**src/design/adcd_pkg.sv**
```systemverilog
`timescale 1ns / 1ps

package adcd_pkg;

    // Art-Net ID, "Art-Net" followed by a zero byte
    localparam logic [7:0] ART_ID [8] = '{
        8'h41, 8'h72, 8'h74, 8'h2D, 8'h4E, 8'h65, 8'h74, 8'h00
    };

    // OpDmx, little-endian on the wire
    localparam logic [7:0] OPDMX_LO = 8'h00;
    localparam logic [7:0] OPDMX_HI = 8'h50;

    localparam logic [15:0] POS_ID_END   = 16'd8;
    localparam logic [15:0] POS_OP_LO    = 16'd8;
    localparam logic [15:0] POS_OP_HI    = 16'd9;
    localparam logic [15:0] POS_UNIV_LO  = 16'd14;
    localparam logic [15:0] POS_UNIV_HI  = 16'd15;
    localparam logic [15:0] POS_LEN_HI   = 16'd16;
    localparam logic [15:0] POS_LEN_LO   = 16'd17;
    localparam logic [15:0] HDR_LEN      = 16'd18;
    localparam logic [15:0] POS_MAX      = 16'hFFFF;

    localparam int QUEUE_DEPTH = 4;

    typedef struct packed {
        logic [9:0] channel;
        logic [7:0] level;
    } res_t;

endpackage

```
**src/design/adcd_back.sv**
```systemverilog
`timescale 1ns / 1ps

module adcd_back
    import adcd_pkg::*;
#(
    parameter int CHANNELS  = 512,
    parameter int IW        = 9,
    parameter int OUT_DEPTH = 4
)
(
    input  logic                           clk,
    input  logic                           rst_n,
    input  logic                           in_valid,
    input  logic [IW-1:0]                  in_idx,
    input  logic [7:0]                     in_level,
    output logic                           in_pop,
    input  logic [$clog2(OUT_DEPTH+1)-1:0] out_count,
    output logic                           out_push,
    output res_t                           out_data
);

    localparam int FW = $clog2(CHANNELS + 1);
    localparam int CW = $clog2(OUT_DEPTH + 1);

    // entries at or above the fill mark were never written and read as zero;
    // payload indices always run up from zero so the written region stays contiguous
    logic [7:0]    level_mem [CHANNELS];
    logic [7:0]    rd_data_reg;
    logic          b_valid_reg;
    logic [IW-1:0] b_idx_reg;
    logic [7:0]    b_level_reg;
    logic          b_fresh_reg;
    logic [FW-1:0] fill_reg, fill_next;
    logic          fwd_valid_reg;
    logic [IW-1:0] fwd_idx_reg;
    logic [7:0]    fwd_level_reg;
    logic [7:0]    old_level;
    logic          issue;

    // credit: the item in the compare stage always finds a slot in the result queue
    assign issue  = in_valid && ((int'(out_count) + int'(b_valid_reg)) < OUT_DEPTH);
    assign in_pop = issue;

    // the write of the previous item lands on the same edge as this item's read
    always_comb
    begin
        if (fwd_valid_reg && fwd_idx_reg == b_idx_reg)
        begin
            old_level = fwd_level_reg;
        end
        else if (b_fresh_reg)
        begin
            old_level = '0;
        end
        else
        begin
            old_level = rd_data_reg;
        end
    end

    assign out_push         = b_valid_reg && (old_level != b_level_reg);
    assign out_data.channel = 10'(b_idx_reg) + 10'd1;
    assign out_data.level   = b_level_reg;

    always_comb
    begin
        fill_next = fill_reg;
        if (b_valid_reg && FW'(b_idx_reg) == fill_reg)
        begin
            fill_next = fill_reg + 1'b1;
        end
    end

    always_ff @(posedge clk or negedge rst_n)
    begin
        if (!rst_n)
        begin
            b_valid_reg   <= 1'b0;
            fwd_valid_reg <= 1'b0;
            fill_reg      <= '0;
        end
        else
        begin
            b_valid_reg   <= issue;
            fwd_valid_reg <= b_valid_reg;
            fill_reg      <= fill_next;
        end
    end

    always_ff @(posedge clk)
    begin
        if (issue)
        begin
            b_idx_reg   <= in_idx;
            b_level_reg <= in_level;
            b_fresh_reg <= (FW'(in_idx) >= fill_reg);
        end
        fwd_idx_reg   <= b_idx_reg;
        fwd_level_reg <= b_level_reg;
    end

    always_ff @(posedge clk)
    begin
        if (b_valid_reg)
        begin
            level_mem[b_idx_reg] <= b_level_reg;
        end
        if (issue)
        begin
            rd_data_reg <= level_mem[in_idx];
        end
    end

    a_room_for_result: assert property (@(posedge clk) disable iff (!rst_n)
        b_valid_reg |-> (out_count < CW'(OUT_DEPTH)))
        else $error("result queue has no room for compare stage");

    a_contiguous_fill: assert property (@(posedge clk) disable iff (!rst_n)
        b_valid_reg |-> (FW'(b_idx_reg) <= fill_reg))
        else $error("store write skipped past fill mark");

    a_fill_bound: assert property (@(posedge clk) disable iff (!rst_n)
        fill_reg <= FW'(CHANNELS))
        else $error("fill mark beyond channel count");

endmodule

```
**config.mk**
```make
export PLATFORM = sky130hd
export DESIGN_NAME = adcd_back
export DESIGN_NICKNAME = d
export VERILOG_FILES = /design/src/design/adcd_pkg.sv /design/src/design/adcd_back.sv
export SDC_FILE = /design/constraint.sdc
export NUM_CORES = 2
export LEC_CHECK = 0
export BUFFER_PORTS_ARGS = -buffer_cell sky130_fd_sc_hd__clkbuf_2
export CORE_ASPECT_RATIO = 1.4
export CORE_MARGIN = 3
export CORE_UTILIZATION = 41
export DETAILED_ROUTE_END_ITERATION = 16
export PLACE_DENSITY = 0.66
export SLEW_MARGIN = 20
export SYNTH_ARGS = -nofsm -noshare
export SYNTH_HDL_FRONTEND = slang
export SYNTH_SLANG_ARGS = --single-unit
export TNS_END_PERCENT = 10
```
**constraint.sdc**
```tcl
create_clock -name clk -period 7 [get_ports clk]
set_input_delay 0 -clock clk [delete_from_list [all_inputs] [get_ports clk]]
set_output_delay 0 -clock clk [all_outputs]
set_load 0.1 [all_outputs]
```
* Word level (Yosys, flattened, before mapping)
Memory sizes are Yosys's and may differ from the RTL's. A register that Yosys moved wholly into a read port is not among the register bits. Cells that the tools add are included.
Storage, ports and cells: bits in registers 47, RAM bits 4096, input port bits 23, output and inout port bits 20, logic and storage cells 25, memories 1
Cells by class: $add $sub $neg 3, order comparisons 2, eq/ne operators 3, multiplexer cells 4, reductions and logical operators 4
Memories:
- level_mem | words 512, bits a word 8, rd ports 1, clocked after memory_dff 1, wr ports 1, line adcd_back.sv:27 | logic [7:0] level_mem [CHANNELS];
Operators with widths (number):
- $mux W8 | 2
- $add A10 B1 Y10 const B | 1
- $add A9 B1 Y10 const B | 1
- $eq A9 B10 Y1 | 1
- $ge A9 B10 Y1 | 1
- $eq A9 B9 Y1 | 1
- $ne A8 B8 Y1 | 1
- $add A3 B1 Y4 | 1
- $logic_and A1 B1 Y1 | 4
- $lt A4 B3 Y1 const B | 1
- $mux W1 | 2

* Depth between registers and ports, before layout
depth after elaboration 5, mapped depth 16, depth with buffers taken out 10

* Worst setup path after synthesis
Ideal clock, no wire load.
kind reg2out, start point register b_level_reg[3], end point output out_push, arrival time 9.480 ns, required time 7.000 ns, path slack -2.480 ns, cell stages (with the launch flop) 4, buffers on the path 0, path through edfxtp_1 > xnor2_1 > nor4_1 > a21boi_0
Between the ends: longest elaborated chain between the ends 2
Ends and longest elaborated chain:
- start: declaration | line adcd_back.sv:31 | logic [7:0] b_level_reg;
- start signal: assignment | line adcd_back.sv:95 | b_level_reg <= in_level;
- $ne A8 B8 Y1 | line adcd_back.sv:61 | assign out_push = b_valid_reg && (old_level != b_level_reg);
- $logic_and A1 B1 Y1 | line adcd_back.sv:61
- end: declaration | line adcd_back.sv:18 | output logic out_push,
Every way passes these cells.

==> summary.txt <==
Timing
  – Fmax: 222 MHz
  – Final clock skew: 0.0670 ns
  – Final period util: 64.2%
  – Relative slew slack: 10.2%
  – Hold violation count in the final report: 0
  – Fin. max-slew vios: 0
  – Minimum clock period: 4.50 ns
  – RSZ-0062 raised after global routing: no
  – Worst slew pin tran: 1.34 ns
  – Final Setup Violations: 0

Route
  – DR WL/cell: 34.7 microns
  – Vias: 80885
  – DR iter-0 viols: 10877
  – Vias per Instance: 6.10
  – Drt pass-1 iters: 7
  – # DRC: 0
  – Final wirelength: 460 mm
  – Routed Antenna Nets: 0

Synth
  – Synthesized area: 0.161 sq mm
  – Synth warnings: 0
  – Unique masters post-synth: 75
  – Main flop type after synthesis: edfxtp_1
  – Synth area leaders: edfxtp_1 (77%), mux4_2 (13%), mux2i_1 (1.6%)
  – Area share of the largest cell type after synthesis: 76.7%
  – Sequential fraction of the synthesis area: 77.1%
  – Synth Instances: 7593
  – Synth area leader: edfxtp_1
  – Yosys reg bits: 4151
  – Avg Cell Area, Syn: 21.2 sq um
  – Fraction of registers with async set/reset: 0.289%
  – Synthesized net count: 7630
  – Most frequent cells after synthesis: edfxtp_1 (4122), mux4_2 (959), nor2_1 (626), mux2i_1 (260), nand2_1 (168)
  – EDFF count, synth: 4122
  – Most frequent cell after synthesis: edfxtp_1

CTS
  – Clock transition at path regs: 0.07 ns
  – Cts bufs inserted: 360
  – Post-CTS resize count: 0
  – Clock Tree Root: clkbuf_16
  – Clock buffer depth: 4
  – Clk_lat worst skew: 0.96 ns
  – CTS Sinks: 4151
  – Htree depth: 5
  – CTS tree: yes

GRT
  – Total GRT Usage: 22.6%
  – Largest net degree at the start of global routing: 249
  – Initial antenna violation count: 25
  – Vias in the first global route: 81674
  – First-pass GRT wire length: 644 mm
  – Gr ovfl total: 0

Pwr
  – Peak supply drop: 0.000183 V
  – Pwr per Cell Area: 278 mW/mm^2
  – Static Leak: 54.6 nW

Setup path
  – CP max FO: 24
  – Critical path launch point type: input pin
  – Worst EP required: 7.77 ns
  – Critical Path AT: 5.27 ns
  – WS Path Type: in2reg
  – Critical Path End Type: register

Placement
  – Placed Area: 0.167 sq mm
  – GP Congestion: 0.894
  – Dpl hpwl: 281 mm
  – Port Buffer Count: 42

Final layout
  – Area grow syn2layout: 11.2%
  – Post-route cell area: 0.179 sq mm
  – Max FFs per register: 4096
  – Final core utilization: 45.9%
  – Fraction of layout cells with a size suffix above 1: 22.4%
  – Net count, final: 7801

Floorplanning
  – Initial core utilization: 41.3%
  – Die Area: 0.401 sq mm
  – Die H: 748 microns
  – Core area: 0.390 sq mm
  – # rows: 271
  – Num ports: 43
  – Die W: 536 microns

Min path
  – Hold crit path type: in2async

Flow run
  – MaxCap Viol Count: 0

Outcome
  – Status: complete, no violations
-- final timing paths --
kind	startpoint	end	slack (ns)	cells after the start
setup / recovery	in_idx[6]	rd_data_reg[7]	2.50	11
setup reg to reg	b_idx_reg[5]	level_mem[174][3]	2.99	3
min in group clk	in_idx[2]	b_idx_reg[2]	0.17	2
max in group asynchronous	rst_n	fill_reg[1]	6.50	3
hold reg to reg	fill_reg[9]	fill_reg[9]	0.50	1
hold / removal	rst_n	fill_reg[9]	0.13	3
-- cells by family after synthesis --
logic type      Yosys count  synth area share, %
mux                    1259                 15.4
compound gates          654                 2.68
flops                  4151                 77.1
xor+xnor                 41                0.223
buf+inv                 480                 1.85
fa+ha+maj                14                0.109
simple gates            994                 2.61
-- per-stage QoR --
stage          setup TNS [ns]  worst slack (ns)  hold WS, ns  power [mW]  instances
2_1_floorplan        -5629.93             -1.37       -0.296        29.4       7593
3_3_place_gp                0              1.45       -0.106        30.3      12554
3_5_place_dp                0              2.28       -0.103        30.3      12558
4_1_cts                     0              2.61        0.119        50.0      13233
5_1_grt                     0              2.41        0.123        50.9      13238
6_report                    0              2.50        0.130        49.8      13251
-- power by group --
part	internal, mW	switching [mW]
logic	0.804	1.74
clock network	11.1	8.97
registers	27.2	0.0207
total	39.1	10.7
-- worst max-delay path, cell delays in order --
cell,delay [ns]
dlygate4sd3_1,0.54
buf_6,0.35
buf_4,0.69
nand2b_4,0.71
buf_4,0.55
o22ai_1,0.13
o21ai_0,0.96
o211ai_1,0.52
o2111ai_1,0.41
a21oi_1,0.10
nor4_2,0.17
-- layout make-up --
cell class / instances / area (sq um)
Fill cell: 31800 / 211000
Sequential cell: 4151 / 124000
Multi-Input combinational cell: 2962 / 34200
Clock buffer: 418 / 9400
Tap cell: 5187 / 6490
Timing Repair Buffer: 275 / 2580
Clock inverter: 230 / 2180
Inverter: 14 / 53.8
Antenna cell: 14 / 35.0
-- layout by cell type (no fill, tap or decap), types with 31 or more instances in the layout --
| cell type | instances |
|---|---|
| clkbuf_1 | 47 |
| clkinv_2 | 57 |
| clkbuf_2 | 37 |
| a21oi_1 | 87 |
| bufinv_16 | 38 |
| a22oi_1 | 73 |
| buf_4 | 164 |
| buf_12 | 36 |
| o22ai_1 | 102 |
| a211oi_1 | 46 |
| xnor2_1 | 38 |
| mux2i_1 | 258 |
| o21ai_0 | 154 |
| mux4_2 | 959 |
| edfxtp_1 | 4122 |
| nand3_1 | 35 |
| clkbuf_16 | 366 |
| nand2_1 | 153 |
| nor2_1 | 619 |
| a221oi_1 | 31 |
| clkinv_1 | 97 |
-- routing by layer --
layer | vias up | GRT usage [%] | wire length [microns]
met4 | 12 | 14.0 | 34100
met3 | 1107 | 4.84 | 44900
met1 | 42836 | 26.9 | 153000
met2 | 5013 | 37.7 | 227000
li1 | 31917 | - | -
met5 | - | 0 | 68
-- what timing repair did --
| action | CTS | global route |
|---|---|---|
| buffers inserted | 0 | 0 |
| hold endpoints to repair | 56 | 0 |
| hold buffers | 27 | 0 |
| endpoints found under the setup margin | 0 | 0 |
No activity file was read; power rests on OpenSTA's default activity.
