**src/design/adcd_pkg.sv**
```systemverilog
`timescale 1ns / 1ps

package adcd_pkg;

    // Art-Net ID, "Art-Net" followed by a zero byte
    localparam logic [7:0] ART_ID [8] = '{
        8'h41, 8'h72, 8'h74, 8'h2D, 8'h4E, 8'h65, 8'h74, 8'h00
    };

    // OpDmx, little-endian on the wire
    localparam logic [7:0] OPDMX_LO = 8'h00;
    localparam logic [7:0] OPDMX_HI = 8'h50;

    localparam logic [15:0] POS_ID_END   = 16'd8;
    localparam logic [15:0] POS_OP_LO    = 16'd8;
    localparam logic [15:0] POS_OP_HI    = 16'd9;
    localparam logic [15:0] POS_UNIV_LO  = 16'd14;
    localparam logic [15:0] POS_UNIV_HI  = 16'd15;
    localparam logic [15:0] POS_LEN_HI   = 16'd16;
    localparam logic [15:0] POS_LEN_LO   = 16'd17;
    localparam logic [15:0] HDR_LEN      = 16'd18;
    localparam logic [15:0] POS_MAX      = 16'hFFFF;

    localparam int QUEUE_DEPTH = 4;

    typedef struct packed {
        logic [9:0] channel;
        logic [7:0] level;
    } res_t;

endpackage

```
**src/design/adcd_fifo.sv**
```systemverilog
`timescale 1ns / 1ps

module adcd_fifo
    import adcd_pkg::*;
#(
    parameter int WIDTH = 8,
    parameter int DEPTH = 4
)
(
    input  logic                           clk,
    input  logic                           rst_n,
    input  logic                           push,
    input  logic [WIDTH-1:0]               wdata,
    output logic                           full,
    input  logic                           pop,
    output logic [WIDTH-1:0]               rdata,
    output logic                           empty,
    output logic [$clog2(DEPTH+1)-1:0]     count
);

    localparam int PW = (DEPTH > 1) ? $clog2(DEPTH) : 1;
    localparam int CW = $clog2(DEPTH + 1);

    logic [WIDTH-1:0] store_reg [DEPTH];
    logic [PW-1:0]    wr_ptr_reg, wr_ptr_next;
    logic [PW-1:0]    rd_ptr_reg, rd_ptr_next;
    logic [CW-1:0]    count_reg, count_next;
    logic             do_push, do_pop;

    assign full    = (count_reg == CW'(DEPTH));
    assign empty   = (count_reg == '0);
    assign count   = count_reg;
    assign rdata   = store_reg[rd_ptr_reg];
    assign do_push = push && !full;
    assign do_pop  = pop && !empty;

    always_comb
    begin
        wr_ptr_next = wr_ptr_reg;
        rd_ptr_next = rd_ptr_reg;
        count_next  = count_reg;
        if (do_push)
        begin
            wr_ptr_next = (wr_ptr_reg == PW'(DEPTH - 1)) ? '0 : wr_ptr_reg + 1'b1;
        end
        if (do_pop)
        begin
            rd_ptr_next = (rd_ptr_reg == PW'(DEPTH - 1)) ? '0 : rd_ptr_reg + 1'b1;
        end
        if (do_push && !do_pop)
        begin
            count_next = count_reg + 1'b1;
        end
        else if (do_pop && !do_push)
        begin
            count_next = count_reg - 1'b1;
        end
    end

    always_ff @(posedge clk or negedge rst_n)
    begin
        if (!rst_n)
        begin
            wr_ptr_reg <= '0;
            rd_ptr_reg <= '0;
            count_reg  <= '0;
        end
        else
        begin
            wr_ptr_reg <= wr_ptr_next;
            rd_ptr_reg <= rd_ptr_next;
            count_reg  <= count_next;
        end
    end

    always_ff @(posedge clk)
    begin
        if (do_push)
        begin
            store_reg[wr_ptr_reg] <= wdata;
        end
    end

    a_count_bound: assert property (@(posedge clk) disable iff (!rst_n)
        count_reg <= CW'(DEPTH))
        else $error("queue count beyond depth");

    a_count_up: assert property (@(posedge clk) disable iff (!rst_n)
        (do_push && !do_pop) |=> (count_reg == $past(count_reg) + 1'b1))
        else $error("queue count did not rise on push");

    a_count_down: assert property (@(posedge clk) disable iff (!rst_n)
        (do_pop && !do_push) |=> (count_reg == $past(count_reg) - 1'b1))
        else $error("queue count did not fall on pop");

endmodule

```
**config.mk**
```make
export PLATFORM = sky130hd
export DESIGN_NAME = adcd_fifo
export DESIGN_NICKNAME = d
export VERILOG_FILES = /design/src/design/adcd_pkg.sv /design/src/design/adcd_fifo.sv
export SDC_FILE = /design/constraint.sdc
export NUM_CORES = 1
export LEC_CHECK = 0
export BUFFER_PORTS_ARGS = -buffer_cell sky130_fd_sc_hd__buf_2
export CAP_MARGIN = 15
export CORE_UTILIZATION = 25
export CTS_CLUSTER_SIZE = 10
export DETAILED_ROUTE_END_ITERATION = 10
export GPL_TIMING_DRIVEN = 0
export HOLD_SLACK_MARGIN = 0.08
export PLACE_DENSITY_LB_ADDON = 0.25
export SYNTH_ARGS = -nofsm -noshare
export SYNTH_HDL_FRONTEND = slang
export SYNTH_SLANG_ARGS = --single-unit
```
**constraint.sdc**
```tcl
create_clock -name clk -period 3.5 [get_ports clk]
set_input_delay 0.175 -clock clk [delete_from_list [all_inputs] [get_ports clk]]
set_output_delay 0.175 -clock clk [all_outputs]
set_load 0.1 [all_outputs]
```
**Word level (Yosys, flattened, before mapping)**

Memory sizes are Yosys's and may differ from the RTL's.
Index checks and enable logic that the tools add are counted.

- Register bits after elaboration: 7
- Bits in writable memories: 32
- Bits of input ports: 12
- Word-level logic and storage cells: 27
- Memories kept: 1

- $add $sub $neg: 4
- Eq/ne operators: 3
- Mux-type cells: 6
- Reduce and logical (&&, ||, !) cells: 10

Memory list:

| name | words | bits a word | rd ports | clocked after memory_dff | wr ports | line | text |
|---|---|---|---|---|---|---|---|
| store_reg | 4 | 8 | 1 | 0 | 1 | adcd_fifo.sv:24 | `logic [WIDTH-1:0] store_reg [DEPTH];` |

Operators by type and width:

| kind | number |
|---|---|
| $mux 3 | 2 |
| $add 2x1->2 const B | 2 |
| $eq 2x2->1 const B | 2 |
| $logic_and 1x1->1 | 4 |
| $logic_not 1->1 | 4 |
| $mux 2 | 2 |
| $add 3x1->3 const B | 1 |
| $eq 3x3->1 const B | 1 |
| $logic_not 3->1 | 1 |
| $sub 3x1->3 const B | 1 |
| $mux 1 | 2 |
| $reduce_bool 2->1 | 1 |

**Longest topological paths before layout**

- Depth in word-level cells: 7
- Mapped depth: 9
- Mapped depth without buffers: 8

**Worst setup path before layout**

OpenSTA, ideal clock, no wires.

- Kind: reg2reg
- Start point: reg count_reg[0] (netlist: count[0])
- End point: reg count_reg[2] (netlist: count[2])
- Arrival time: 4478 ps
- Setup slack: -1141 ps
- Cell stages (with the launch flop): 9
- Period minus slack after synthesis: 4641 ps
- Path through: dfrtp_1 > nor3_1 > nand2b_4 > ha_1 > inv_1 > fa_1 > xor2_1 > nor2_1 > xor2_1

- Word-level cells in the longest chain between the ends: 6
- Elaborated cells between the ends (all ways): 15
- Classes of those cells: 2 x add/sub; 1 x eq/ne; 2 x mux; 10 x reduce/logical

Ends and longest elaborated chain:

| element | line | text |
|---|---|---|
| start: declaration | adcd_fifo.sv:27 | `logic [CW-1:0] count_reg, count_next;` |
| start signal: assignment | adcd_fifo.sv:72 | `count_reg <= count_next;` |
| $logic_not 3->1 (*) | adcd_fifo.sv:31 | `assign empty = (count_reg == '0);` |
| net empty | adcd_fifo.sv:17 | `output logic empty,` |
| $logic_not 1->1 (*) | adcd_fifo.sv:35 | `assign do_pop = pop && !empty;` |
| $logic_and 1x1->1 (*) | adcd_fifo.sv:35 |  |
| $logic_not 1->1 | adcd_fifo.sv:50 | `if (do_push && !do_pop)` |
| $logic_and 1x1->1 | adcd_fifo.sv:50 |  |
| $mux 3 / $reduce_bool 2->1 (equally long branches) | -- |  |

Mark *: on every way through the listed nets, which the timed path passes. The rest lies on a longest branch. The select of a mux whose other input is x is not followed.
A chain may end at the register's enable or synchronous reset.

**Worst setup path after layout**

- Start point: reg rd_ptr_reg[1]
- End point: out rdata[7]

- Word-level cells in the longest chain between the ends: 1

Ends and longest elaborated chain:

| element | line | text |
|---|---|---|
| start: declaration | adcd_fifo.sv:26 | `logic [PW-1:0] rd_ptr_reg, rd_ptr_next;` |
| start signal: assignment | adcd_fifo.sv:71 | `rd_ptr_reg <= rd_ptr_next;` |
| $mem_v2 4x8 | -- |  |
| end: declaration | adcd_fifo.sv:16 | `output logic [WIDTH-1:0] rdata,` |

No other way between the ends.

==> out/qor.csv <==
metric;value;unit
crit start category;flip-flop;
DRT Pass-1 Iters;4;
Synth Area in XOR/XNOR;0.01622;
CP required;3.32;ns
post-synthesis cell type count;19;
post_cts resized;0;
GPL Wtd Cong;0.6631;
Vias/cell;4.246;
die height;82.51;um
met3 capacity usage during global routing;0.03077;
placeable core area;0.006096;mm2
Max Root-Sink Buffers;2;
Die X;82.51;um
Setup Fix Bufs, Post-CTS;0;
Synth Area in Simple Gates;0.05405;
GRT busiest layer;met2;
RSZ-0062 raised after global routing;false;
met2 Usage GRT;0.1653;
GR Overflow Total;0;
Yosys warnings;0;
worst rel slew slack;0.5977;
CTS tree;done;
Filler Cell Count;610;
clk_skew;0.007002;ns
met1 global-route usage;0.1095;
routed vias;794;
drc violations;0;
worst hold slack;0.1060;ns
clk slew on worst S/H paths;0.07;ns
final non-filler cell total;187;
first-pass GRT wire length;4.533;mm
Area growth syn-to-layout;19.77;%
Routed WL per cell;14.22;um
Critical Path AT;1.87;ns
Compound-Gate Fraction of Synth Area;0;
final wirelength;2.660;mm
CTS Buf Count;5;
CTS sink cnt;39;
I/O pins;25;
worst skew pair latency;0.28;ns
site row count;28;
min-delay worst type;primary input to flip-flop;
final-report setup violation count;0;
FF+latch count, synth;39;
proportion of layout cells with a drive suffix above 1;0.4821;
remaining antenna violation count;0;
mux contribution to synthesized area;0.1506;
setup TNS;0;ns
status;finished clean;
H-tree levels;2;
root buffer cell;clkbuf_8;
Final min period;2.047;ns
Starting Density;0.2658;
crit-path cells;buf_1 -> mux4_2 -> buf_2;
syn nets;98;
Post-Synthesis Cells;79;
fin nets;130;
Total Routing Usage GR;0.09544;
Fin. Hold Viols;0;
Fmax;488.5;MHz
crit path max-delay cell type;buf_1;
ANT cells;0;
Cells after DPL;178;
initial antenna violation count;0;
crit path max fanout;9;
I/O Buffers;24;
Die Footprint;0.006807;mm2
CP peak stage delay;0.48;ns
vias in the first global route;948;
Pins Over Slew Limit;0;
Synth Area per Inst;20.51;um2
dpl hpwl;1.839;mm
largest family of logic cells by synthesized area;multiplexers;
initial detailed-routing violation count;34;
largest net degree at the start of global routing;13;
critical path class;flip-flop to output port;
post-synthesis sequential area ratio;0.7012;
hold buffers post-CTS;1;
period utilization;0.5849;
adder-cell share of the synthesized area;0.05869;
Max Cap Viol;0;
number of flip-flops in the largest register;32;
Slew @ Worst Pin;0.6035;ns
Syn Std Cell Area;0.001620;mm2
CP Capture Type;output port;
==> worst paths after layout <==
path,cells past startpoint,slack [ns],start,to
worst max-delay path,3,1.45,rd_ptr_reg[1],rdata[7]
worst min-delay path,1,0.11,wdata[7],store_reg[3][7]
worst max register to register,7,1.49,count[1],count[1]
worst min register to register,1,0.60,wr_ptr_reg[1],wr_ptr_reg[1]
max in group asynchronous,2,3.09,rst_n,rd_ptr_reg[0]
min in group asynchronous,2,0.25,rst_n,count[2]
==> cell usage after synthesis, drive strengths merged <==
cell type	n	area (um2)
nor2	3	11.26
xnor2	1	8.760
edfxtp	32	960.9
xor2	2	17.52
nand2b	1	13.76
and2	4	30.03
ha	6	75.07
fa	1	20.02
nor3b	1	18.77
mux2	5	63.81
nor3	1	5.000
inv	3	11.26
dfrtp	7	175.2
nor2b	1	8.760
mux4	8	180.2
buf	3	20.01
==> metrics by stage <==
stage | cell area [um2] | util | setup slack (ns)
2_1_floorplan | 1632 | - | 0.2134
3_3_place_gp | 1846 | 0.3028 | 1.543
3_5_place_dp | 1846 | 0.3028 | 1.496
4_1_cts | 1941 | 0.3184 | 1.374
5_1_grt | 1941 | 0.3184 | 1.304
6_report | 1941 | 0.3184 | 1.453
==> logic make-up (layout without fill, tap and decap cells) <==
logic type                 Yosys count  in the layout
DFF                                 39             39
muxes                               13             13
and+or+nand+nor                     11             11
adders and majority gates            7              7
buffers and inverters                6             39
xor gates and xnor gates             3              3
==> cell usage in the layout (no fill, tap or decap), types with 2 or more instances in the layout <==
cell type	count
mux2_2	3
xor2_1	2
inv_1	3
edfxtp_1	32
clkbuf_8	5
mux4_2	8
buf_2	25
nor2_1	3
mux2_4	2
and2_2	4
dfrtp_1	7
ha_1	6
==> critical path, delay by kind of cell, from the launching register on <==
family | cells | cell delay (ns)
DFF | 1 | 0.35
buffers and inverters | 2 | 0.90
muxes | 1 | 0.33
==> layout make-up <==
cell class | count | area [um2] | area share
well taps | 75 | 93.84 | 0.04836
repair buffers | 25 | 130.1 | 0.06705
clock buffers | 6 | 72.57 | 0.03740
plain buffers | 3 | 20.02 | 0.01032
multi-input cells | 34 | 464.2 | 0.2392
inverters | 3 | 11.26 | 0.005803
flip-flops and latches | 39 | 1136 | 0.5854
clock inverters | 2 | 12.51 | 0.006447
==> per-layer routing <==
layer	vias up	share of wire	wire length, um
li1	364	-	-
met1	400	0.42	1114
met2	25	0.51	1347
met3	5	0.063	168
met4	0	0.011	29
met5	-	0	0
Power is left out: the tool's default activity adds up to more than one toggle a clock period on the data nets, which glitch-free logic cannot reach.
