===== config.mk =====
export PLATFORM = sky130hd
export DESIGN_NAME = adcd_front
export DESIGN_NICKNAME = d
export VERILOG_FILES = /design/src/design/adcd_pkg.sv /design/src/design/adcd_front.sv
export SDC_FILE = /design/constraint.sdc
export NUM_CORES = 1
export LEC_CHECK = 0
export CAP_MARGIN = 25
export CORE_MARGIN = 8
export CORE_UTILIZATION = 34
export CTS_CLUSTER_SIZE = 28
export DETAILED_ROUTE_END_ITERATION = 12
export DONT_BUFFER_PORTS = 1
export RECOVER_POWER = 25
export SYNTH_ARGS = -nofsm -noshare
export SYNTH_HDL_FRONTEND = slang
export SYNTH_SLANG_ARGS = --single-unit

===== constraint.sdc =====
create_clock -name clk -period 8.33 [get_ports clk]
set_clock_uncertainty 0.05 [all_clocks]
set_input_delay 2.499 -clock clk [delete_from_list [all_inputs] [get_ports clk]]
set_output_delay 2.499 -clock clk [all_outputs]
set_load 0.01 [all_outputs]

===== src/design/adcd_pkg.sv =====
`timescale 1ns / 1ps

package adcd_pkg;

    // Art-Net ID, "Art-Net" followed by a zero byte
    localparam logic [7:0] ART_ID [8] = '{
        8'h41, 8'h72, 8'h74, 8'h2D, 8'h4E, 8'h65, 8'h74, 8'h00
    };

    // OpDmx, little-endian on the wire
    localparam logic [7:0] OPDMX_LO = 8'h00;
    localparam logic [7:0] OPDMX_HI = 8'h50;

    localparam logic [15:0] POS_ID_END   = 16'd8;
    localparam logic [15:0] POS_OP_LO    = 16'd8;
    localparam logic [15:0] POS_OP_HI    = 16'd9;
    localparam logic [15:0] POS_UNIV_LO  = 16'd14;
    localparam logic [15:0] POS_UNIV_HI  = 16'd15;
    localparam logic [15:0] POS_LEN_HI   = 16'd16;
    localparam logic [15:0] POS_LEN_LO   = 16'd17;
    localparam logic [15:0] HDR_LEN      = 16'd18;
    localparam logic [15:0] POS_MAX      = 16'hFFFF;

    localparam int QUEUE_DEPTH = 4;

    typedef struct packed {
        logic [9:0] channel;
        logic [7:0] level;
    } res_t;

endpackage


===== src/design/adcd_front.sv =====
`timescale 1ns / 1ps

module adcd_front
    import adcd_pkg::*;
#(
    parameter int CHANNELS = 512,
    parameter int IW       = 9
)
(
    input  logic          clk,
    input  logic          rst_n,
    input  logic          in_accept,
    input  logic [7:0]    data_byte,
    input  logic          byte_last,
    input  logic [15:0]   datagram_length,
    input  logic [14:0]   listen_universe,
    output logic          item_push,
    output logic [IW-1:0] item_idx,
    output logic [7:0]    item_level
);

    logic [15:0] pos_reg, pos_next;
    logic        hv_reg, hv_next;
    logic [15:0] univ_reg, univ_next;
    logic [15:0] plen_reg, plen_next;
    logic [15:0] plen_asm;
    logic [16:0] need_len;
    logic [15:0] idx;

    assign idx      = pos_reg - HDR_LEN;
    assign plen_asm = {plen_reg[15:8], data_byte};
    assign need_len = {1'b0, HDR_LEN} + {1'b0, plen_asm};

    always_comb
    begin
        pos_next  = pos_reg;
        hv_next   = hv_reg;
        univ_next = univ_reg;
        plen_next = plen_reg;
        item_push = 1'b0;
        if (in_accept)
        begin
            if (pos_reg < POS_ID_END)
            begin
                if (data_byte != ART_ID[pos_reg[2:0]])
                begin
                    hv_next = 1'b0;
                end
            end
            else if (pos_reg == POS_OP_LO)
            begin
                if (data_byte != OPDMX_LO)
                begin
                    hv_next = 1'b0;
                end
            end
            else if (pos_reg == POS_OP_HI)
            begin
                if (data_byte != OPDMX_HI)
                begin
                    hv_next = 1'b0;
                end
            end
            else if (pos_reg == POS_UNIV_LO)
            begin
                univ_next = {8'h00, data_byte};
            end
            else if (pos_reg == POS_UNIV_HI)
            begin
                univ_next = {data_byte, univ_reg[7:0]};
            end
            else if (pos_reg == POS_LEN_HI)
            begin
                plen_next = {data_byte, 8'h00};
            end
            else if (pos_reg == POS_LEN_LO)
            begin
                plen_next = plen_asm;
                if (datagram_length < HDR_LEN || plen_asm == '0 ||
                    {1'b0, datagram_length} < need_len ||
                    univ_reg != {1'b0, listen_universe})
                begin
                    hv_next = 1'b0;
                end
            end
            else if (pos_reg >= HDR_LEN && hv_reg)
            begin
                item_push = (idx < plen_reg) && (idx < 16'(CHANNELS));
            end

            if (byte_last)
            begin
                pos_next = '0;
                hv_next  = 1'b1;
            end
            else if (pos_reg != POS_MAX)
            begin
                pos_next = pos_reg + 1'b1;
            end
        end
    end

    assign item_idx   = idx[IW-1:0];
    assign item_level = data_byte;

    always_ff @(posedge clk or negedge rst_n)
    begin
        if (!rst_n)
        begin
            pos_reg  <= '0;
            hv_reg   <= 1'b1;
            univ_reg <= '0;
            plen_reg <= '0;
        end
        else
        begin
            pos_reg  <= pos_next;
            hv_reg   <= hv_next;
            univ_reg <= univ_next;
            plen_reg <= plen_next;
        end
    end

    a_push_in_payload: assert property (@(posedge clk) disable iff (!rst_n)
        item_push |-> (hv_reg && pos_reg >= HDR_LEN && in_accept))
        else $error("item raised outside a valid payload");

    a_push_in_range: assert property (@(posedge clk) disable iff (!rst_n)
        item_push |-> (idx < 16'(CHANNELS) && idx < plen_reg))
        else $error("item index out of range");

    a_pos_saturates: assert property (@(posedge clk) disable iff (!rst_n)
        (in_accept && !byte_last && pos_reg == POS_MAX) |=> (pos_reg == POS_MAX))
        else $error("byte position wrapped");

endmodule


## Yosys cells after proc, flatten, opt, wreduce, memory -nomap -nowiden

Memory sizes are Yosys's and may differ from the RTL's.
Index checks and enable logic that the tools add are counted.
W data, S select, Z words.

| storage, ports and cells | value |
|---|---|
| flip-flop bits (word level) | 49 |
| memory bits (read-only) | 64 |
| bits of input ports | 43 |
| output and inout port bits | 18 |
| logic and storage cells | 86 |
| memories | 1 |

| operators by class | value |
|---|---|
| add/subtract/negate cells | 3 |
| $lt $le $gt $ge | 7 |
| equal/unequal tests | 16 |
| muxes and demuxes | 29 |
| bitwise gates (word level) | 6 |
| reductions and logical operators | 18 |

Memory list:

| name | depth | bits a word | rd ports | clocked after Yosys merged registers in | wr ports | line | RTL |
|---|---|---|---|---|---|---|---|
| (name not given) | 8 | 8 | 1 | 0 | 0 | adcd_front.sv:45 | `if (data_byte != ART_ID[pos_reg[2:0]])` |

Operator list:

| kind | number |
|---|---|
| $mux W16 | 5 |
| $eq A16 B4 Y1 const B | 4 |
| $eq A16 B5 Y1 const B | 2 |
| $mux W8 | 3 |
| $mux W1 | 21 |
| $add A5 B16 Y17 const A | 1 |
| $lt A16 B17 Y1 | 1 |
| $add A16 B1 Y16 const B | 1 |
| $ge A16 B5 Y1 const B | 1 |
| $logic_not A16 Y1 | 1 |
| $lt A16 B10 Y1 const B | 1 |
| $lt A16 B16 Y1 | 1 |
| $lt A16 B4 Y1 const B | 1 |
| $lt A16 B5 Y1 const B | 1 |
| $ne A16 B15 Y1 | 1 |
| $ne A16 B16 Y1 const B | 1 |
| $sub A16 B5 Y16 const B | 1 |
| $ne A5 B5 Y1 const B | 3 |
| $reduce_and A7 Y1 | 2 |
| $reduce_and A5 Y1 | 2 |
| $reduce_bool A5 Y1 | 2 |
| $reduce_and A9 Y1 | 1 |
| $ne A8 B7 Y1 const B | 1 |
| $ne A8 B8 Y1 | 1 |
| 11 further kinds | 20 |

## Depth between registers and ports, before layout

Gate-level depths: netlist (run 1).

| logic depth | value |
|---|---|
| depth in word-level cells | 13 |
| mapped depth | 13 |
| mapped depth without buffers | 13 |

## Least setup slack after synthesis (run 1)

No wires, ideal clock.

| timing path | value |
|---|---|
| path type | input-to-output |
| start point | in in_accept |
| end point | out item_push |
| data arrival time | 3.250 ns |
| data required time | 5.781 ns |
| slack | 2.531 ns |
| stages | 3 |
| path buffers | 0 |
| cell sequence | nand2_2 a2111o_1 a311oi_1 |

| on the way | value |
|---|---|
| word-level cells in the longest chain between the ends | 1 |

RTL lines:

| item | line | RTL |
|---|---|---|
| start, declared | adcd_front.sv:12 | `input logic in_accept,` |
| $mux W1 | adcd_front.sv:41 | `if (in_accept)` |
| end, declared | adcd_front.sv:17 | `output logic item_push,` |

Every way passes these cells.

## Worst setup path after layout (run 1)

| timing path | value |
|---|---|
| start point | reg pos_reg[2] |
| end point | out item_push |

| on the way | value |
|---|---|
| word-level cells in the longest chain between the ends | 12 |
| elaborated cells between the ends (all ways) | 22 |
| classes of those cells | 1 x add/sub; 4 x order compare; 6 x eq/ne; 9 x mux; 2 x reduce/logical |

RTL lines:

| item | line | RTL |
|---|---|---|
| start, declared | adcd_front.sv:22 | `logic [15:0] pos_reg, pos_next;` |
| start signal, assigned | adcd_front.sv:117 | `pos_reg <= pos_next;` |
| $sub A16 B5 Y16 (*) | adcd_front.sv:30 | `assign idx = pos_reg - HDR_LEN;` |
| net item_idx[7] | adcd_front.sv:18 | `output logic [IW-1:0] item_idx,` |
| $lt A16 B16 Y1 or $lt A16 B10 Y1 (tied branches) | adcd_front.sv:88 | `item_push = (idx < plen_reg) && (idx < 16'(CHANNELS));` |
| $logic_and A1 B1 Y1 (*) | adcd_front.sv:88 |  |
| $mux W1 (*) | adcd_front.sv:86 | `else if (pos_reg >= HDR_LEN && hv_reg)` |
| $mux W1 (*) | adcd_front.sv:76 | `else if (pos_reg == POS_LEN_LO)` |
| $mux W1 (*) | adcd_front.sv:72 | `else if (pos_reg == POS_LEN_HI)` |
| $mux W1 (*) | adcd_front.sv:68 | `else if (pos_reg == POS_UNIV_HI)` |
| $mux W1 (*) | adcd_front.sv:64 | `else if (pos_reg == POS_UNIV_LO)` |
| $mux W1 (*) | adcd_front.sv:57 | `else if (pos_reg == POS_OP_HI)` |
| $mux W1 (*) | adcd_front.sv:50 | `else if (pos_reg == POS_OP_LO)` |
| $mux W1 (*) | adcd_front.sv:43 | `if (pos_reg < POS_ID_END)` |
| $mux W1 (*) | adcd_front.sv:41 |  |

Mark *: on every way through the listed nets, which the timed path passes. The rest lies on a longest branch.

==> run metrics, run 1 <==
f_max 152.1 MHz; Hold Buf Count CTS 0; Final Non-Filler Cells 568; Clock Pin Slew Worst Setup and Hold Paths 60 ps; Worst setup SP type flip-flop; library cells used by synthesis 55; HP Class reg2reg; minimum clock period 6576 ps; proportion of layout cells with a drive suffix above 1 8.235%; nets@finish 503; n_diodes 0; top cell type by total area after synthesis dfrtp_1; Overall Power 0.0005479 W; P&R area growth vs syn 4.287%; Bufs on Longest Clock Path 2; Mapped Nets 525; top cells by count, synth dfrtp_1, nor2_1, nand2_1; Seq/Total Area, Yosys 31.15%; Lkg Pwr 1.685 nW; TritonRoute pass-1 iters 4; wire length of the first global-routing pass 16.53 mm; Hold Violations, Final 0; PwrDens 133.3 mW/mm^2; post-route ant nets 0; FF+latch area 0.001227 mm^2; Clk Latency, worst-skew pair 290 ps; Ys Warns 0; Worst Path Arrival 4030 ps; Final WS setup 1754 ps; instance count of the mapped netlist 446; height of the die 123.7 um; detailed-route DRC error count 0; final setup vio count 0; vias in the first global route 3139; peak supply drop 0.00006882 V; IO Port Bufs 0; Placer Congestion 0.8288; setup total negative slack 0 ps; Initial Util 34.65%; top-count cell post-synth dfrtp_1; Critical Path Sink Type output pin; crit-path cells inv_1 > ha_1 > a21boi_1 > o21ai_0 > ha_1 > a21o_1 > a21o_1 > a2111oi_0 > o221ai_1 > a311oi_1; Die W 123.7 um; HPWL after detailed placement 7.689 mm; slew of the pin with the lowest slew margin 722.7 ps; H-tree levels 2; CP peak stage delay 650 ps; RSZ-0062 raised after global routing false; row cnt 39; worst r2r path cells 6; relative slew slack 51.31%; slowest CP cell dfrtp_1; TritonCTS clock tree done; hold slack 433.5 ps; Overflow after GRT 0; hold depth 2; Clock Tree Root clkbuf_16; Final Max Tran Viols 0; status completed; CTS Sinks 49; DRT iter0 DRCs 179; Setup CP Type reg2out; Async SR Flop Fraction 100.0%; largest net degree at the start of global routing 50; Cell Area, Synth 0.003940 mm^2; antenna violations before repair 0; Post-synth EDFFs 0; post-CTS setup buffer count 0; Post-synth top flop dfrtp_1; GRT Overall Usage 13.64%; Via-to-Cell Ratio 5.488; # fillers 1179; CTS resizes 0; Total Die Area 0.01529 mm^2; via count 3117; IO Pins 61; Yosys top cell area share 30.49%; largest fanout on the critical path 17; Routed WL 9.904 mm; routed len/inst 17.44 um; Avg Inst Size Synth 8.834 um^2; DP Worst Slack 2033 ps; Core ar. 0.01137 mm^2; CTS Buf Count 5; max-cap viol count 0; Final period util 78.95%; CP Data Required Time 5780 ps; placed cells 560; multi-input gate area in the final layout 0.002474 mm^2; Synth area leaders dfrtp_1, ha_1, xnor2_1; Yosys reg bits 49
==> cell families after synthesis <==
kind of cell	synth area share [%]
AO/OA/AOI/OAI	12.86
multiplexers	4.795
XOR/XNOR	12.23
flip-flops	31.15
adder cells (fa/ha/maj)	11.43
AND/OR/NAND/NOR	21.47
buffers and inverters	6.065
==> critical path, delay by kind of cell, from the launching register on <==
family / cells / cell delay [ps]
buffers and inverters: 1 / 180
adders and majority gates: 2 / 670
DFF: 1 / 650
AOI/OAI and AO/OA: 7 / 2230
==> through the flow <==
step	util, %	cell area [um^2]
finish	36.14	4109
floorplan	-	3940
global route	36.14	4109
CTS	36.14	4109
global placement	34.85	3963
detailed placement	34.85	3963
==> report_power, final <==
part	total [W]	switching [W]	leakage (nW)	internal, W
Sequential	0.000252	0.00000836	0.672	0.000243
Combinational	0.0000875	0.0000484	0.942	0.0000391
Clock	0.000209	0.0000967	0.0702	0.000112
==> cells in the final DEF, fill, tap and decap left out, types with 13 or more instances in the layout <==
cell type	count
dfrtp_1	48
nor2_1	42
nand2_1	41
ha_1	36
xnor2_1	34
o21ai_0	26
xor2_1	21
inv_1	20
mux2_2	15
a21oi_1	13
==> routing by layer <==
metal	wire, um	global-route usage, %	part of all wire [%]
met1	4624	18.16	47
met2	4252	20.71	43
met3	900	4.442	9.1
met4	127	3.837	1.3
met5	0	0	0
==> path summary, 6_finish.rpt <==
path                                  start     endpoint  slack (ps)
max in group asynchronous             rst_n       hv_reg        6210
worst min-delay path            plen_reg[5]  plen_reg[5]         430
worst min register to register  plen_reg[5]  plen_reg[5]         430
min in group asynchronous             rst_n  univ_reg[3]        1840
worst max-delay path             pos_reg[2]    item_push        1750
worst max register to register   pos_reg[5]  univ_reg[4]        5440
==> final cells by class <==
| type | count | area share, % |
|---|---|---|
| Clock inverter | 3 | 0.5177 |
| Timing Repair Buffer | 1 | 0.1827 |
| Sequential cell | 49 | 29.87 |
| Tap cell | 143 | 4.354 |
| Multi-Input combinational cell | 347 | 60.20 |
| Inverter | 20 | 1.827 |
| Clock buffer | 5 | 3.045 |
(Power assumes the default switching activity.)
==> run 2, diff against run 1 <==
--- a/config.mk
+++ b/config.mk
@@ -5,6 +5,7 @@
 export SDC_FILE = /design/constraint.sdc
 export NUM_CORES = 1
 export LEC_CHECK = 0
+export ABC_AREA = 1
 export CAP_MARGIN = 25
 export CORE_MARGIN = 8
 export CORE_UTILIZATION = 34
==> constraint.sdc (replaced) <==
create_clock -name clk -period 6.05 [get_ports clk]
set_clock_uncertainty 0.05 [all_clocks]
set_input_delay 1.815 -clock clk [delete_from_list [all_inputs] [get_ports clk]]
set_output_delay 1.815 -clock clk [all_outputs]
set_load 0.01 [all_outputs]
==> run 2 against run 1 <==
  * Critical path depth grew 6
  * Hold slack improved by 13 ps
  * Cell area increased by 12%
  * Highest routed layer unchanged
  * Synthesized area rose by 11%
  * Critical endpoint unchanged
  * Non-clock buffer count decreased by 1
  * First-iteration DRC count grew 56%
  * Flip-flop and latch count did not move
  * Largest power group unchanged
  * Largest cell class unchanged
  * Synthesized cell count rose by 42%
  * Register-to-register slack worse by 1900 ps
==> run metrics, run 2 <==
nets@finish 705 (was 503); routed len/inst 15.52 um (was 17.44 um); status completed (unchanged); CP peak stage delay 450 ps (was 650 ps); antenna violations before repair 0 (unchanged); hold endpoint univ_reg[13] (was plen_reg[5]); minimum clock period 5258 ps; Total Die Area 0.01669 mm^2 (was 0.01529 mm^2); Final Max Tran Viols 0 (unchanged); hold depth 2 (unchanged); wire length of the first global-routing pass 20.22 mm (was 16.53 mm); Yosys reg bits 49 (unchanged); setup total negative slack 0 ps (unchanged); max-cap viol count 0 (unchanged); Placer Congestion 0.9422 (was 0.8288); post-route ant nets 0 (unchanged); FF+latch area 0.001227 mm^2 (unchanged); CTS Sinks 49 (unchanged); Mapped Nets 715 (was 525); Async SR Flop Fraction 100.0% (unchanged); Top cell by count, worst path nand2_1; commonest non-fill, non-tap cell in the layout nand2_1 (was dfrtp_1); CTS Buf Count 5 (unchanged); relative slew slack 60.98% (was 51.31%); Setup CP Type reg2out (unchanged); placed cells 790 (was 560); worst hold path startpoint univ_reg[13] (was plen_reg[5]); Worst Path Arrival 3390 ps (was 4030 ps); Hold Buf Count CTS 0 (unchanged); RSZ-0062 raised after global routing false (unchanged); Seq/Total Area, Yosys 28.18% (was 31.15%); height of the die 129.2 um (was 123.7 um); HP Class reg2reg (unchanged); IO Port Bufs 0 (unchanged); HPWL after detailed placement 10.01 mm (was 7.689 mm); Clk Latency, worst-skew pair 300 ps (was 290 ps); R2R Path End pos_reg[12] (was univ_reg[4]); largest fanout on the critical path 8 (was 17); largest net degree at the start of global routing 50 (unchanged); r2r startpoint pos_reg[0] (was pos_reg[5]); Avg Inst Size Synth 6.859 um^2 (was 8.834 um^2); GRT Overall Usage 15.25% (was 13.64%); CP Data Required Time 4180 ps (was 5780 ps); Critical Path Sink Type output pin (unchanged); f_max 190.2 MHz; Yosys top cell area share 27.58% (was 30.49%); via count 4080 (was 3117); Clock Pin Slew Worst Setup and Hold Paths 70 ps (was 60 ps); Core ar. 0.01257 mm^2 (was 0.01137 mm^2); library cells used by synthesis 38 (was 55); Initial Util 34.65% (about the same); Overflow after GRT 0 (unchanged); CTS resizes 0 (unchanged); Cell Area, Synth 0.004355 mm^2 (was 0.003940 mm^2); peak supply drop 0.00008722 V (was 0.00006882 V); slowest CP cell dfrtp_1 (unchanged); PwrDens 186.3 mW/mm^2 (was 133.3 mW/mm^2); Lkg Pwr 2.126 nW (was 1.685 nW); detailed-route DRC error count 0 (unchanged); Via-to-Cell Ratio 5.113 (was 5.488); Ys Warns 0 (unchanged); Post-synth EDFFs 0 (unchanged); Synth area leaders dfrtp_1, nand2_1, ha_1 (was dfrtp_1, ha_1, xnor2_1); top cells by count, synth nand2_1, inv_1, nor2_1 (was dfrtp_1, nor2_1, nand2_1); most used cells in the layout excluding fill and tap cells nand2_1, inv_1, nor2_1 (was dfrtp_1, nor2_1, nand2_1); Routed WL 12.39 mm (was 9.904 mm); DRT iter0 DRCs 280 (was 179); row cnt 41 (was 39); crit-path cells inv_1 > ha_1 > a21oi_1 > nor2_1 > xor2_1 > ha_1 > a21oi_1 > o21a_1 > nand2_1 > nand2_1 > nand2_1 > nand2_1 > nand2_1 > nand2_1 > nand2_1 > a21oi_1 (was inv_1 > ha_1 > a21boi_1 > o21ai_0 > ha_1 > a21o_1 > a21o_1 > a2111oi_0 > o221ai_1 > a311oi_1); Die W 129.2 um (was 123.7 um); top cell type by total area after synthesis dfrtp_1 (unchanged); multi-input gate area in the final layout 0.002660 mm^2 (was 0.002474 mm^2); top-count cell post-synth nand2_1 (was dfrtp_1); # fillers 1355 (was 1179); slew of the pin with the lowest slew margin 583.4 ps (was 722.7 ps); Clock Tree Root clkbuf_16 (unchanged); final setup vio count 0 (unchanged); TritonRoute pass-1 iters 5 (was 4); instance count of the mapped netlist 635 (was 446); r2r setup slk 3580 ps (was 5440 ps); P&R area growth vs syn 5.573% (was 4.287%); Worst setup SP type flip-flop (unchanged); Final period util 86.91%; worst r2r path cells 13 (was 6); vias in the first global route 4013 (was 3139); proportion of layout cells with a drive suffix above 1 6.709% (was 8.235%); Bufs on Longest Clock Path 2 (unchanged); Post-synth top flop dfrtp_1 (unchanged); TritonCTS clock tree done (unchanged); Hold Violations, Final 0 (unchanged); H-tree levels 2 (unchanged); IO Pins 61 (unchanged); n_diodes 0 (unchanged); Final Non-Filler Cells 798 (was 568); post-CTS setup buffer count 0 (unchanged)
[run 2: cell types whose count changed after synthesis, moves of 13 or more]
cell	previous run	this run
mux2_2	15	0
clkbuf_1	17	0
nand3_1	11	33
xnor2_1	34	10
inv_1	20	82
nor2_1	42	66
nand2_1	41	155
o21ai_1	1	25
a21oi_1	13	26
[run 2: per-layer routing]
layer | vias up | routed length (um) | part of all wire (%) | track usage [%]
met2 | 127 | 5864 | 47 | 26.53
met3 | 14 | 930 | 7.5 | 3.533
met1 | 1909 | 5438 | 44 | 18.45
met5 | - | 0 | 0 | 0
met4 | 0 | 155 | 1.3 | 4.008
li1 | 2030 | - | - | -
[run 2: worst max-delay path by stage]
| stage | from | end | slack [ps] | cells past startpoint |
|---|---|---|---|---|
| global placement | pos_reg[1] | item_push | 1210 | 16 |
| global route | pos_reg[1] | item_push | 450 | 16 |
| floorplan | pos_reg[1] | item_push | 1660 | 16 |
| detailed placement | pos_reg[1] | item_push | 1110 | 16 |
| finish | pos_reg[1] | item_push | 790 | 16 |
| CTS | pos_reg[1] | item_push | 780 | 16 |
[run 2: logic make-up after synthesis]
group / after synthesis / share of synthesized area, %
simple gates: 315 / 31.95
buf+inv: 111 / 10.74
compound gates: 91 / 12.07
flops: 49 / 28.18
fa+ha+maj: 37 / 10.63
xor+xnor: 32 / 6.435
[run 2: where the power goes]
part / switching [W] / total, W / leakage (nW) / internal (W)
Clock: 0.000130 / 0.000285 / 0.0712 / 0.000155
Combinational: 0.000139 / 0.000216 / 1.38 / 0.0000771
Sequential: 0.0000175 / 0.000356 / 0.677 / 0.000339
[run 2: final cells by class]
class                           instances  area share [%]
Clock buffer                            6           2.803
Clock inverter                          2          0.2993
Inverter                               94           7.673
Multi-Input combinational cell        475           57.85
Sequential cell                        49           26.69
Tap cell                              172           4.680
[run 2: metrics by stage]
| step | setup slack, ps | hold slack [ps] | total power (W) | area, um^2 | utilization [%] |
|---|---|---|---|---|---|
| 2_1_floorplan | 1657 | 391.8 | 0.0005295 | 4355 | - |
| 3_5_place_dp | 1107 | 432.4 | 0.0005776 | 4456 | 35.45 |
| 5_1_grt | 453.2 | 471.7 | 0.0009092 | 4598 | 36.59 |
| 3_3_place_gp | 1208 | 420.7 | 0.0005707 | 4456 | 35.45 |
| 4_1_cts | 777.2 | 446.5 | 0.0008613 | 4598 | 36.59 |
| 6_report | 791.7 | 446.5 | 0.0008567 | 4598 | 36.59 |
[run 2: critical path: cells and delay by family, from the launching register on]
family                   cells  cell delay (ps)
flip-flops                   1              450
AO/OA/AOI/OAI                4              900
AND/OR/NAND/NOR              8              440
XOR/XNOR                     1              420
adder cells (fa/ha/maj)      2              650
buffers and inverters        1              220
==> run 3, diff against run 2 <==
==> constraint.sdc (replaced) <==
create_clock -name clk -period 6.08 [get_ports clk]
set_clock_uncertainty 0.05 [all_clocks]
set_input_delay 0.912 -clock clk [delete_from_list [all_inputs] [get_ports clk]]
set_output_delay 0.912 -clock clk [all_outputs]
set_load 0.01 [all_outputs]
==> run 3 against run 2 <==
  * Final cell count unchanged
  * Cell area up 0.11%
  * Register-to-register slack better by 40 ps
==> run metrics, run 3 (same netlist as run 2, synthesis figures left out) <==
status completed (unchanged); HPWL after detailed placement 9.834 mm (was 10.01 mm); n_diodes 0 (unchanged); CTS Buf Count 5 (unchanged); DP Worst Slack 2037 ps (was 1107 ps); antenna violations before repair 0 (unchanged); max-cap viol count 0 (unchanged); DRT iter0 DRCs 326 (was 280); wire length of the first global-routing pass 20.18 mm (was 20.22 mm); row cnt 41 (unchanged); post-route ant nets 0 (unchanged); Worst setup SP type flip-flop (unchanged); PwrDens 186.1 mW/mm^2 (was 186.3 mW/mm^2); Hold Violations, Final 0 (unchanged); via count 4095 (was 4080); final setup vio count 0 (unchanged); Final period util 71.04%; proportion of layout cells with a drive suffix above 1 6.869% (was 6.709%); Clk Latency, worst-skew pair 290 ps (was 300 ps); most used cells in the layout excluding fill and tap cells nand2_1, inv_1, nor2_1 (unchanged); Core ar. 0.01257 mm^2 (unchanged); minimum clock period 4319 ps; TritonRoute pass-1 iters 5 (unchanged); # fillers 1367 (was 1355); HP Class in2async (was reg2reg); largest net degree at the start of global routing 50 (unchanged); P&R area growth vs syn 5.688% (was 5.573%); Overflow after GRT 0 (unchanged); f_max 231.5 MHz; Final Max Tran Viols 0 (unchanged); routed len/inst 15.42 um (was 15.52 um); IO Port Bufs 0 (unchanged); Die W 129.2 um (unchanged); CP Data Required Time 5120 ps (was 4180 ps); Initial Util 34.65% (unchanged); Final WS setup 1761 ps (was 791.7 ps); Hold Buf Count CTS 0 (unchanged); Bufs on Longest Clock Path 2 (unchanged); Total Die Area 0.01669 mm^2 (unchanged); nets@finish 705 (unchanged); TritonCTS clock tree done (unchanged); Routed WL 12.30 mm (was 12.39 mm); peak supply drop 0.0001140 V (was 0.00008722 V); relative slew slack 59.27% (was 60.98%); CTS resizes 0 (unchanged); H-tree levels 2 (unchanged); Critical Path Sink Type output pin (unchanged); height of the die 129.2 um (unchanged); r2r startpoint pos_reg[0] (unchanged); slew of the pin with the lowest slew margin 609.0 ps (was 583.4 ps); setup total negative slack 0 ps (unchanged); CP startpoint pos_reg[1] (unchanged); GRT Overall Usage 15.11% (was 15.25%); IO Pins 61 (unchanged); Clock Pin Slew Worst Setup and Hold Paths 70 ps (about the same); Worst Path Arrival 3360 ps (was 3390 ps); Setup CP Type reg2out (unchanged); r2r setup slk 3620 ps (was 3580 ps); vias in the first global route 3991 (was 4013); Placer Congestion 0.9296 (was 0.9422); Worst setup endpoint item_push (unchanged); post-CTS setup buffer count 0 (unchanged); Lkg Pwr 2.129 nW (was 2.126 nW); commonest non-fill, non-tap cell in the layout nand2_1 (unchanged); detailed-route DRC error count 0 (unchanged); largest fanout on the critical path 8 (unchanged); Clock Tree Root clkbuf_16 (unchanged); CTS Sinks 49 (unchanged); Via-to-Cell Ratio 5.132 (was 5.113); RSZ-0062 raised after global routing false (unchanged); worst r2r path cells 13 (unchanged); R2R Path End pos_reg[12] (unchanged)
-- run 3: changes by cell type in the layout (fill, tap and decap cells not counted), sizes merged --
cell,before,now
clkinv,1,3
clkbuf,6,5
inv,95,94
-- run 3: cell type report --
| type | instances | area (um^2) | area share, % |
|---|---|---|---|
| Tap cell | 172 | 215.2 | 4.675 |
| Clock inverter | 3 | 22.52 | 0.4893 |
| Clock buffer | 5 | 125.1 | 2.718 |
| Inverter | 94 | 352.8 | 7.665 |
| Multi-Input combinational cell | 475 | 2660 | 57.79 |
| Sequential cell | 49 | 1227 | 26.66 |
-- run 3: critical path, cell delays in order, from the launching register on --
cell and delay, ps:
dfrtp_1 450, inv_1 210, ha_1 300, a21oi_1 340
nor2_1 130, xor2_1 400, ha_1 340, a21oi_1 150
o21a_1 130, nand2_1 50, nand2_1 50, nand2_1 50
nand2_1 50, nand2_1 40, nand2_1 50, nand2_1 40
a21oi_1 280
-- run 3: power breakdown --
group | switching [W] | total [W] | internal, W | leakage (nW)
registers | 0.0000173 | 0.000354 | 0.000337 | 0.677
logic | 0.000139 | 0.000216 | 0.0000770 | 1.38
clock network | 0.000133 | 0.000287 | 0.000154 | 0.0738
total | 0.000289 | 0.000857 | 0.000568 | 2.13
-- run 3: stage by stage --
| stage | area [um^2] | std cells | hold WS (ps) | power [W] | util, % |
|---|---|---|---|---|---|
| 3_3_place_gp | 4456 | 790 | 423.9 | 0.0005685 | 35.45 |
| 5_1_grt | 4603 | 798 | 245.1 | 0.0009045 | 36.63 |
| 3_5_place_dp | 4456 | 790 | 420.4 | 0.0005753 | 35.45 |
| 4_1_cts | 4603 | 798 | 252.9 | 0.0008618 | 36.63 |
| 2_1_floorplan | 4355 | 635 | 391.8 | 0.0005269 | - |
| 6_report | 4603 | 798 | 256.3 | 0.0008568 | 36.63 |
-- run 3: worst min path at each step --
| stage | endpoint | slack, ps |
|---|---|---|
| detailed placement | univ_reg[11] | 420 |
| finish | pos_reg[13] | 260 |
| global route | pos_reg[13] | 250 |
| floorplan | hv_reg | 390 |
| CTS | pos_reg[13] | 250 |
| global placement | plen_reg[7] | 420 |
-- run 3: per-layer routing --
layer | routed length, um | global-route usage (%)
met2 | 5775 | 25.89
met3 | 974 | 3.492
met1 | 5334 | 18.50
met4 | 218 | 4.285
met5 | 0 | 0
